File: src/sv/hsb_to_argb_convert_defines.svh
// Assertion macros for the HSB to ARGB converter RTL, used by its output buffer.
// Depends on nothing; the checks compile away when SYNTHESIS is defined.
`ifndef HSB_TO_ARGB_CONVERT_DEFINES_SVH
`define HSB_TO_ARGB_CONVERT_DEFINES_SVH

`ifndef SYNTHESIS

// Same-cycle implication, checked outside of reset.
`define HSBA_ASSERT_NOW(lbl, clk, rst_n, ante, cons, msg) \
    lbl: assert property (@(posedge clk) disable iff (!rst_n) (ante) |-> (cons)) \
        else $error(msg);

// Next-cycle implication, checked outside of reset.
`define HSBA_ASSERT_NXT(lbl, clk, rst_n, ante, cons, msg) \
    lbl: assert property (@(posedge clk) disable iff (!rst_n) (ante) |=> (cons)) \
        else $error(msg);

`else

`define HSBA_ASSERT_NOW(lbl, clk, rst_n, ante, cons, msg)

`define HSBA_ASSERT_NXT(lbl, clk, rst_n, ante, cons, msg)

`endif

`endif

File: src/sv/hsba_pkg.sv
// Package for the HSB to ARGB converter: widths, constants and pipeline depth.
// Depends on nothing; imported by every module of the block.
`timescale 1ns / 1ps

package hsba_pkg;

    // Field widths.
    localparam int ALPHA_W  = 8;
    localparam int HUE_W    = 9;
    localparam int PCT_W    = 7;
    localparam int CHAN_W   = 8;
    localparam int WORD_W   = 32;

    // Percent and hue limits.
    localparam logic [PCT_W-1:0] PCT_FULL   = 7'd100;
    localparam logic [HUE_W-1:0] HUE_FULL   = 9'd360;
    localparam logic [HUE_W-1:0] HUE_SECTOR = 9'd60;
    localparam logic [HUE_W-1:0] HUE_PLATEAU_END = 9'd180;
    localparam logic [HUE_W-1:0] HUE_FALL_END    = 9'd240;
    localparam logic [5:0]       F_MAX      = 6'd60;

    // Hue offsets that select the channel: 60 times 5, 3 and 1.
    localparam logic [HUE_W-1:0] RED_OFS    = 9'd300;
    localparam logic [HUE_W-1:0] GREEN_OFS  = 9'd180;
    localparam logic [HUE_W-1:0] BLUE_OFS   = 9'd60;

    // Channel arithmetic: d = 6000 - S*f, m = B*d, y = (255*m + 300000) >> 6.
    localparam logic [12:0] D_FULL     = 13'd6000;
    localparam logic [27:0] ROUND_BIAS = 28'd300000;

    // y / 9375 as (y * ceil(2^36 / 9375)) >> 36, exact for y below 2^22.
    localparam logic [22:0] RECIP_K     = 23'd7330078;
    localparam int          RECIP_SHIFT = 36;

    // Register stages between the input beat and the output buffer.
    localparam int PIPE_DEPTH = 6;

    typedef logic [ALPHA_W-1:0] t_alpha;
    typedef logic [HUE_W-1:0]   t_hue;
    typedef logic [PCT_W-1:0]   t_pct;
    typedef logic [CHAN_W-1:0]  t_chan;
    typedef logic [WORD_W-1:0]  t_word;

endpackage

File: src/sv/hsba_ifs.sv
// Valid/ready stream interfaces for the HSB to ARGB converter.
// Depends on hsba_pkg for the payload types.
`timescale 1ns / 1ps

interface hsba_in_if;
    import hsba_pkg::*;

    logic   valid;
    logic   ready;
    t_alpha alpha_in;
    t_hue   hue_deg;
    t_pct   sat_pct;
    t_pct   bright_pct;

    modport source (output valid, alpha_in, hue_deg, sat_pct, bright_pct, input ready);
    modport sink   (input valid, alpha_in, hue_deg, sat_pct, bright_pct, output ready);
endinterface

interface hsba_out_if;
    import hsba_pkg::*;

    logic  valid;
    logic  ready;
    t_word argb_word;

    modport source (output valid, argb_word, input ready);
    modport sink   (input valid, argb_word, output ready);
endinterface

File: src/sv/hsb_to_argb_convert.sv
// HSB to ARGB converter: accepts one color per clock and returns one packed
// ARGB word per color. The stage that reduces the hue and limits the
// percentages loads on the input beat itself, five stages per channel follow
// to form the ramp, the saturation term, the brightness product, the rounded
// numerator and the reciprocal multiply that divides by 600000, and a
// two-entry output buffer presents the word. Throughput is one beat per
// cycle; input ready depends only on that buffer, so it drops only while the
// buffer's spare entry holds a beat, which happens when the output stalls as
// another beat arrives, and it returns the cycle after the output takes a word.
`timescale 1ns / 1ps

module hsb_to_argb_convert
    import hsba_pkg::*;
(
    input  logic i_clk,
    input  logic i_rst_n,
    hsba_in_if.sink    i_in,
    hsba_out_if.source o_out
);

    logic   en;
    t_hue   n_hue;
    t_pct   n_sat;
    t_pct   n_bri;
    t_hue   r_hue;
    t_pct   r_sat;
    t_pct   r_bri;
    t_alpha r_alpha [PIPE_DEPTH];
    logic [PIPE_DEPTH-1:0] r_vld;
    t_chan  red;
    t_chan  green;
    t_chan  blue;
    t_word  word;

    // The whole pipeline moves whenever the output buffer has room.
    assign i_in.ready = en;

    // Stage one: wrap the hue once and limit both percentages to 100.
    always_comb begin
        n_hue = (i_in.hue_deg >= HUE_FULL) ? (i_in.hue_deg - HUE_FULL) : i_in.hue_deg;
        n_sat = (i_in.sat_pct > PCT_FULL) ? PCT_FULL : i_in.sat_pct;
        n_bri = (i_in.bright_pct > PCT_FULL) ? PCT_FULL : i_in.bright_pct;
    end

    always_ff @(posedge i_clk) begin
        if (en) begin
            r_hue <= n_hue;
            r_sat <= n_sat;
            r_bri <= n_bri;
        end
    end

    // Valid bits travel alongside the data.
    always_ff @(posedge i_clk) begin
        if (!i_rst_n) begin
            r_vld <= '0;
        end else if (en) begin
            r_vld <= {r_vld[PIPE_DEPTH-2:0], i_in.valid};
        end
    end

    // Alpha rides a delay line matching the channel datapath.
    always_ff @(posedge i_clk) begin
        if (en) begin
            r_alpha[0] <= i_in.alpha_in;
            for (int k = 1; k < PIPE_DEPTH; k++) begin
                r_alpha[k] <= r_alpha[k-1];
            end
        end
    end

    // One datapath per color channel.
    hsba_chan u_red (
        .i_clk    (i_clk),
        .i_en     (en),
        .i_hue_ofs(RED_OFS),
        .i_hue    (r_hue),
        .i_sat    (r_sat),
        .i_bright (r_bri),
        .o_val    (red)
    );

    hsba_chan u_green (
        .i_clk    (i_clk),
        .i_en     (en),
        .i_hue_ofs(GREEN_OFS),
        .i_hue    (r_hue),
        .i_sat    (r_sat),
        .i_bright (r_bri),
        .o_val    (green)
    );

    hsba_chan u_blue (
        .i_clk    (i_clk),
        .i_en     (en),
        .i_hue_ofs(BLUE_OFS),
        .i_hue    (r_hue),
        .i_sat    (r_sat),
        .i_bright (r_bri),
        .o_val    (blue)
    );

    assign word = {r_alpha[PIPE_DEPTH-1], red, green, blue};

    // Output buffer.
    hsba_skid u_skid (
        .i_clk  (i_clk),
        .i_rst_n(i_rst_n),
        .i_valid(r_vld[PIPE_DEPTH-1]),
        .i_data (word),
        .o_ready(en),
        .o_out  (o_out)
    );

endmodule

File: src/sv/hsba_chan.sv
// One color channel datapath: hue sector, saturation term, brightness scale and rounding divide.
// Depends on hsba_pkg; five register stages that advance together on i_en.
`timescale 1ns / 1ps

module hsba_chan
    import hsba_pkg::*;
(
    input  logic  i_clk,
    input  logic  i_en,
    input  t_hue  i_hue_ofs,
    input  t_hue  i_hue,
    input  t_pct  i_sat,
    input  t_pct  i_bright,
    output t_chan o_val
);

    logic [HUE_W:0] hue_sum;
    t_hue           h;
    t_hue           fall;
    logic [5:0]     n_f;
    logic [12:0]    sf;
    logic [12:0]    n_d;
    logic [19:0]    n_m;
    logic [27:0]    num;
    logic [21:0]    n_y;
    logic [44:0]    n_prod;
    logic [8:0]     quot;

    logic [5:0]  r_f;
    t_pct        r_sat2;
    t_pct        r_bri2;
    logic [12:0] r_d;
    t_pct        r_bri3;
    logic [19:0] r_m;
    logic [21:0] r_y;
    logic [44:0] r_prod;

    // Rotate the hue by the channel offset and find the ramp value f in 0..60.
    always_comb begin
        hue_sum = {1'b0, i_hue} + {1'b0, i_hue_ofs};
        if (hue_sum >= {1'b0, HUE_FULL}) begin
            h = hue_sum[HUE_W-1:0] - HUE_FULL;
        end else begin
            h = hue_sum[HUE_W-1:0];
        end
        fall = HUE_FALL_END - h;
        if (h < HUE_SECTOR) begin
            n_f = h[5:0];
        end else if (h <= HUE_PLATEAU_END) begin
            n_f = F_MAX;
        end else if (h < HUE_FALL_END) begin
            n_f = fall[5:0];
        end else begin
            n_f = '0;
        end
    end

    // Saturation term, brightness product and rounded numerator.
    always_comb begin
        sf     = {6'b0, r_sat2} * {7'b0, r_f};
        n_d    = D_FULL - sf;
        n_m    = {13'b0, r_bri3} * {7'b0, r_d};
        num    = ({8'b0, r_m} << 8) - {8'b0, r_m} + ROUND_BIAS;
        n_y    = num[27:6];
        n_prod = {23'b0, r_y} * {22'b0, RECIP_K};
    end

    // Pipeline registers; payload only, so no reset.
    always_ff @(posedge i_clk) begin
        if (i_en) begin
            r_f    <= n_f;
            r_sat2 <= i_sat;
            r_bri2 <= i_bright;
            r_d    <= n_d;
            r_bri3 <= r_bri2;
            r_m    <= n_m;
            r_y    <= n_y;
            r_prod <= n_prod;
        end
    end

    // Quotient of the reciprocal multiply, clamped to a byte.
    always_comb begin
        quot  = r_prod[RECIP_SHIFT+8:RECIP_SHIFT];
        o_val = quot[8] ? {CHAN_W{1'b1}} : quot[CHAN_W-1:0];
    end

endmodule

File: src/sv/hsba_skid.sv
// Two-entry output buffer that parts the pipeline from the result channel.
// Depends on hsba_pkg, hsba_out_if and the assertion macros header.
`timescale 1ns / 1ps
`include "hsb_to_argb_convert_defines.svh"

module hsba_skid
    import hsba_pkg::*;
(
    input  logic  i_clk,
    input  logic  i_rst_n,
    input  logic  i_valid,
    input  t_word i_data,
    output logic  o_ready,
    hsba_out_if.source o_out
);

    logic  r_main_vld;
    logic  r_skid_vld;
    t_word r_main;
    t_word r_skid;
    logic  n_main_vld;
    logic  n_skid_vld;
    logic  in_beat;
    logic  out_beat;
    logic  load_main;

    assign o_ready       = !r_skid_vld;
    assign o_out.valid     = r_main_vld;
    assign o_out.argb_word = r_main;

    // Main register refills when empty or drained; the spare catches a beat otherwise.
    always_comb begin
        in_beat    = i_valid && !r_skid_vld;
        out_beat   = r_main_vld && o_out.ready;
        load_main  = !r_main_vld || out_beat;
        n_main_vld = r_main_vld;
        n_skid_vld = r_skid_vld;
        if (load_main) begin
            n_main_vld = r_skid_vld || in_beat;
            n_skid_vld = 1'b0;
        end else if (in_beat) begin
            n_skid_vld = 1'b1;
        end
    end

    always_ff @(posedge i_clk) begin
        if (!i_rst_n) begin
            r_main_vld <= 1'b0;
            r_skid_vld <= 1'b0;
        end else begin
            r_main_vld <= n_main_vld;
            r_skid_vld <= n_skid_vld;
        end
    end

    // Data registers; no reset needed.
    always_ff @(posedge i_clk) begin
        if (load_main) begin
            r_main <= r_skid_vld ? r_skid : i_data;
        end else if (in_beat) begin
            r_skid <= i_data;
        end
    end

    // The spare entry is only ever used behind a full main register.
    `HSBA_ASSERT_NOW(a_skid_behind_main, i_clk, i_rst_n, r_skid_vld, r_main_vld,
        "spare entry holds a beat while the main register is empty")
    // A beat arriving against a stalled, full output must land in the spare.
    `HSBA_ASSERT_NXT(a_stall_fills_skid, i_clk, i_rst_n,
        in_beat && r_main_vld && !o_out.ready, r_skid_vld,
        "beat lost while the output was stalled")
    // Draining with a spare beat pending must keep the output valid.
    `HSBA_ASSERT_NXT(a_skid_moves_up, i_clk, i_rst_n, r_skid_vld && o_out.ready,
        r_main_vld, "spare beat not moved to the output")

endmodule

File: src/flat_wrapper.sv
// flat-port wrapper written by rule: the top's interface ports become plain ports
module hsb_to_argb_convert_flat import hsba_pkg::*;
  (i_clk, i_rst_n, i_in_valid, i_in_alpha_in, i_in_hue_deg, i_in_sat_pct, i_in_bright_pct, i_in_ready, o_out_valid, o_out_argb_word, o_out_ready);
  hsba_in_if i_in_i ();
  hsba_out_if o_out_i ();
  input  logic i_clk;
  input  logic i_rst_n;
  input wire logic [$bits(i_in_i.valid)-1:0] i_in_valid;
  input wire logic [$bits(i_in_i.alpha_in)-1:0] i_in_alpha_in;
  input wire logic [$bits(i_in_i.hue_deg)-1:0] i_in_hue_deg;
  input wire logic [$bits(i_in_i.sat_pct)-1:0] i_in_sat_pct;
  input wire logic [$bits(i_in_i.bright_pct)-1:0] i_in_bright_pct;
  output wire logic [$bits(i_in_i.ready)-1:0] i_in_ready;
  output wire logic [$bits(o_out_i.valid)-1:0] o_out_valid;
  output wire logic [$bits(o_out_i.argb_word)-1:0] o_out_argb_word;
  input wire logic [$bits(o_out_i.ready)-1:0] o_out_ready;
  assign i_in_i.valid = i_in_valid;
  assign i_in_i.alpha_in = i_in_alpha_in;
  assign i_in_i.hue_deg = i_in_hue_deg;
  assign i_in_i.sat_pct = i_in_sat_pct;
  assign i_in_i.bright_pct = i_in_bright_pct;
  assign i_in_ready = i_in_i.ready;
  assign o_out_valid = o_out_i.valid;
  assign o_out_argb_word = o_out_i.argb_word;
  assign o_out_i.ready = o_out_ready;
  hsb_to_argb_convert u_core (.i_clk(i_clk), .i_rst_n(i_rst_n), .i_in(i_in_i), .o_out(o_out_i));
endmodule
File: config.mk
export PLATFORM = sky130hd
export DESIGN_NAME = hsb_to_argb_convert_flat
export DESIGN_NICKNAME = d
export VERILOG_FILES = /design/src/sv/hsba_pkg.sv /design/src/sv/hsba_ifs.sv /design/src/sv/hsb_to_argb_convert.sv /design/src/sv/hsba_chan.sv /design/src/sv/hsba_skid.sv /design/src/flat_wrapper.sv
export VERILOG_INCLUDE_DIRS = /design/src /design/src/sv
export SDC_FILE = /design/constraint.sdc
export NUM_CORES = 2
export LEC_CHECK = 0
export ABC_AREA = 0
export BUFFER_PORTS_ARGS = -buffer_cell sky130_fd_sc_hd__buf_2
export CORE_UTILIZATION = 45
export CTS_CLUSTER_DIAMETER = 30
export DETAILED_ROUTE_END_ITERATION = 10
export GPL_ROUTABILITY_DRIVEN = 0
export SYNTH_ARGS = -nofsm -noshare
export SYNTH_HDL_FRONTEND = slang
export SYNTH_SLANG_ARGS = --single-unit
File: constraint.sdc
create_clock -name i_clk -period 20.8 [get_ports i_clk]
set_input_delay 4.16 -clock i_clk [delete_from_list [all_inputs] [get_ports i_clk]]
set_output_delay 4.16 -clock i_clk [all_outputs]
set_load 0.02 [all_outputs]
==> impl_metrics.toml <==
[worst_setup_path]
crit_path_max_incr_delay_ns = 0.63
required_ns = 21.34
reg2reg_from = "u_core.u_red.r_y[7]"
r2r_cells = 23
worst-r2r-setup-slack_ns = 14.10
path_cells = "ha_1 > inv_1 > fa_1 > inv_1 > fa_1 > inv_1 > fa_1 > inv_1 > fa_1 > inv_1 > fa_1 > fa_1 > inv_1 > ha_1 > a21o_1 > a21o_1 > a21oi_1 > o221ai_1 > a31o_2 > o31ai_1 > a21oi_1 > or4b_2 > nand4b_1"
reg2reg_to = "u_core.u_red.r_prod[42]"
critPathArrivalTime_ns = 7.25
cpMaxStageDelayCell = "or4b_2"
critical_path_class = "reg2reg"
critPathMaxFanout = 5
start_kind = "flip-flop"
critPathCaptureType = "flip-flop"

[global_routing]
met2_usage = 0.3000
grt-ovfl-total = 0
use_met3 = 0.04018
grt_pass1_vias = 35410
met1_usage = 0.2591
antenna_found_initial = 0
grt.busiest_layer = "met2"
grtUsageTotal = 0.1872
grt_pass1_wl_um = 180600
grt_max_degree = 153

[clocking]
cts_tree = "done"
cts-root-buf = "clkbuf_16"
clk-insertion-delay-late_ns = 0.70
clkSinkCount = 374
path_clk_slew_ns = 0.05
ctsResizeCount = 0
cts_made_buffers = 96
cts_setup_buffers = 0
ctsHoldBuffers = 0
h-tree-depth = 3
cts_max_path_buffers = 3

[drt]
drtIter0Drc = 1494
drtPass1Iterations = 5
drt_wl_total_um = 108900
drc = 0
wire_per_inst_um = 16.25
vias = 33780
ant_nets = 0
viasPerCell = 5.042

[logic_synthesis]
synth_seq_cells = 374
syn_nets = 6660
syn_area_um2 = 53430
ys_types = 90
async_flop_share = 0
synth_edf_count = 366
synth_cells = 4966
syn_avg_cell_area_um2 = 10.76
ys.flop_type = "edfxtp_1"
synth_warnings = 0
ys_seq_area_frac = 0.2087

[floorplanning]
die_h_um = 346.6
initial_core_util = 0.4531
placementRows = 126
io_pins = 69
dieArea_um2 = 120100
dieWidth_um = 346.6
core_area_um2 = 117900

[min_path]
hold_path_class = "reg2reg"
hold_end = "u_core.r_alpha[4][7]"
hold_depth = 0
hp-start = "u_core.r_alpha[3][7]"

[layout]
layout_common_cells = "1,159 x inv_1, 831 x fa_1, 828 x ha_1"
fin_area_um2 = 59020
diodes = 0
syn_to_final_growth_pct = 10.46
drive_gt1_frac = 0.06410
nNetsFinal = 6778
final_common_cell = "inv_1"
fillers = 10660

[place]
post-dp-hpwl_um = 92470
place_area_um2 = 55560
numPortBuffers = 68

[timing]
hold_viol = 0
max_freq_mhz = 149.2
finalMaxSlewViolations = 0
skew_ns = 0.05306
tightest_slew_ns = 0.8943
rsz0062_at_grt = "no"
period_share = 0.3223
period_needed_ns = 6.703
final-setup-viol-count = 0
setup_tns_ns = 0
maxSlewHeadroom = 0.4038

[outcome]
status = "completed"

[job]
maxCapViolCount = 0
## synthesized netlist by cell type (17+ instances only)
library cell | instances | area (um^2)
nand3_1 | 45 | 225.2
xnor2_1 | 142 | 1244
or3_1 | 20 | 125.1
nor2b_1 | 28 | 175.2
inv_1 | 1159 | 4350
a21oi_1 | 171 | 855.8
or2_2 | 31 | 193.9
nand4_1 | 17 | 106.4
and3_1 | 23 | 143.9
ha_1 | 828 | 10360
o21a_1 | 28 | 210.2
and2_1 | 184 | 1151
a21o_1 | 115 | 863.3
o21ai_0 | 97 | 485.5
a31oi_1 | 28 | 175.2
nor3_1 | 43 | 215.2
edfxtp_1 | 366 | 10990
xor2_1 | 67 | 586.8
o21bai_1 | 36 | 270.3
mux2_2 | 34 | 382.9
nand2_1 | 326 | 1224
clkbuf_1 | 47 | 176.4
fa_1 | 831 | 16640
nor2_1 | 76 | 285.3
## critical path, delay by kind of cell (launching register included)
family | cells | cell delay [ns]
fa+ha+maj | 8 | 3.50
buf+inv | 6 | 0.31
simple gates | 2 | 0.75
compound gates | 7 | 1.47
flops | 1 | 0.50
## routing by layer
metal | vias to the layer above | part of all wire
met5 | - | 0
met4 | 0 | 0.019
met3 | 143 | 0.052
met2 | 544 | 0.47
met1 | 16740 | 0.46
li1 | 16360 | -
## cell type report
class	instances	area, um^2	share of cell area
Tap cell	1536	1922	0.03256
Clock buffer	107	2486	0.04212
Multi-Input combinational cell	3371	37660	0.6381
Sequential cell	374	11150	0.1889
Timing Repair Buffer	81	462.9	0.007844
Clock inverter	71	977.2	0.01656
Inverter	1160	4362	0.07390
## metrics by stage
stage,std cells,setup slack (ns),util,hold slack (ns)
final,6700,14.10,0.5005,0.4086
after global routing,6700,13.79,0.5005,0.4187
after CTS,6700,14.04,0.5005,0.4114
after detailed placement,6522,14.05,0.4711,0.4045
after global placement,6522,14.09,0.4711,0.4000
after floorplan,4966,7.440,-,0.4003
## cells by family after synthesis
kind of cell	synth area share
buffers and inverters	0.08664
adders and majority gates	0.5052
muxes	0.009039
AOI/OAI and AO/OA	0.07704
DFF	0.2087
and+or+nand+nor	0.07908
xor gates and xnor gates	0.03426
## flip-flops by register name, indices dropped and copies added (netlist names), 9 cells and up
| signal | flops |
|---|---|
| u_core.r_alpha | 48 |
| u_core.u_skid.o_out.argb_word | 32 |
| u_core.u_skid.r_skid | 32 |
| u_core.u_blue.r_y | 22 |
| u_core.u_green.r_y | 22 |
| u_core.u_red.r_y | 22 |
| u_core.u_blue.r_m | 20 |
| u_core.u_green.r_m | 20 |
| u_core.u_red.r_m | 20 |
| u_core.u_blue.r_d | 13 |
| u_core.u_green.r_d | 13 |
| u_core.u_red.r_d | 13 |
| u_core.r_hue | 9 |
| u_core.u_blue.r_prod | 9 |
| u_core.u_green.r_prod | 9 |
| u_core.u_red.r_prod | 9 |
## how the worst max path moves through the flow
stage                        startpoint                         to  slack [ns]  cells past startpoint
6_report            u_core.u_red.r_y[7]    u_core.u_red.r_prod[42]       14.10                     23
5_1_grt          u_core.u_green.r_y[10]  u_core.u_green.r_prod[44]       13.79                     20
4_1_cts             u_core.u_red.r_y[7]    u_core.u_red.r_prod[42]       14.04                     23
3_5_place_dp        u_core.u_red.r_y[7]    u_core.u_red.r_prod[42]       14.05                     23
3_3_place_gp        u_core.u_red.r_y[7]    u_core.u_red.r_prod[42]       14.09                     23
2_1_floorplan  u_core.u_skid.r_skid_vld                 i_in_ready        7.44                      3
Power is not shown: default switching activity piles up to over one toggle a cycle in this logic, so the estimate is an artifact.
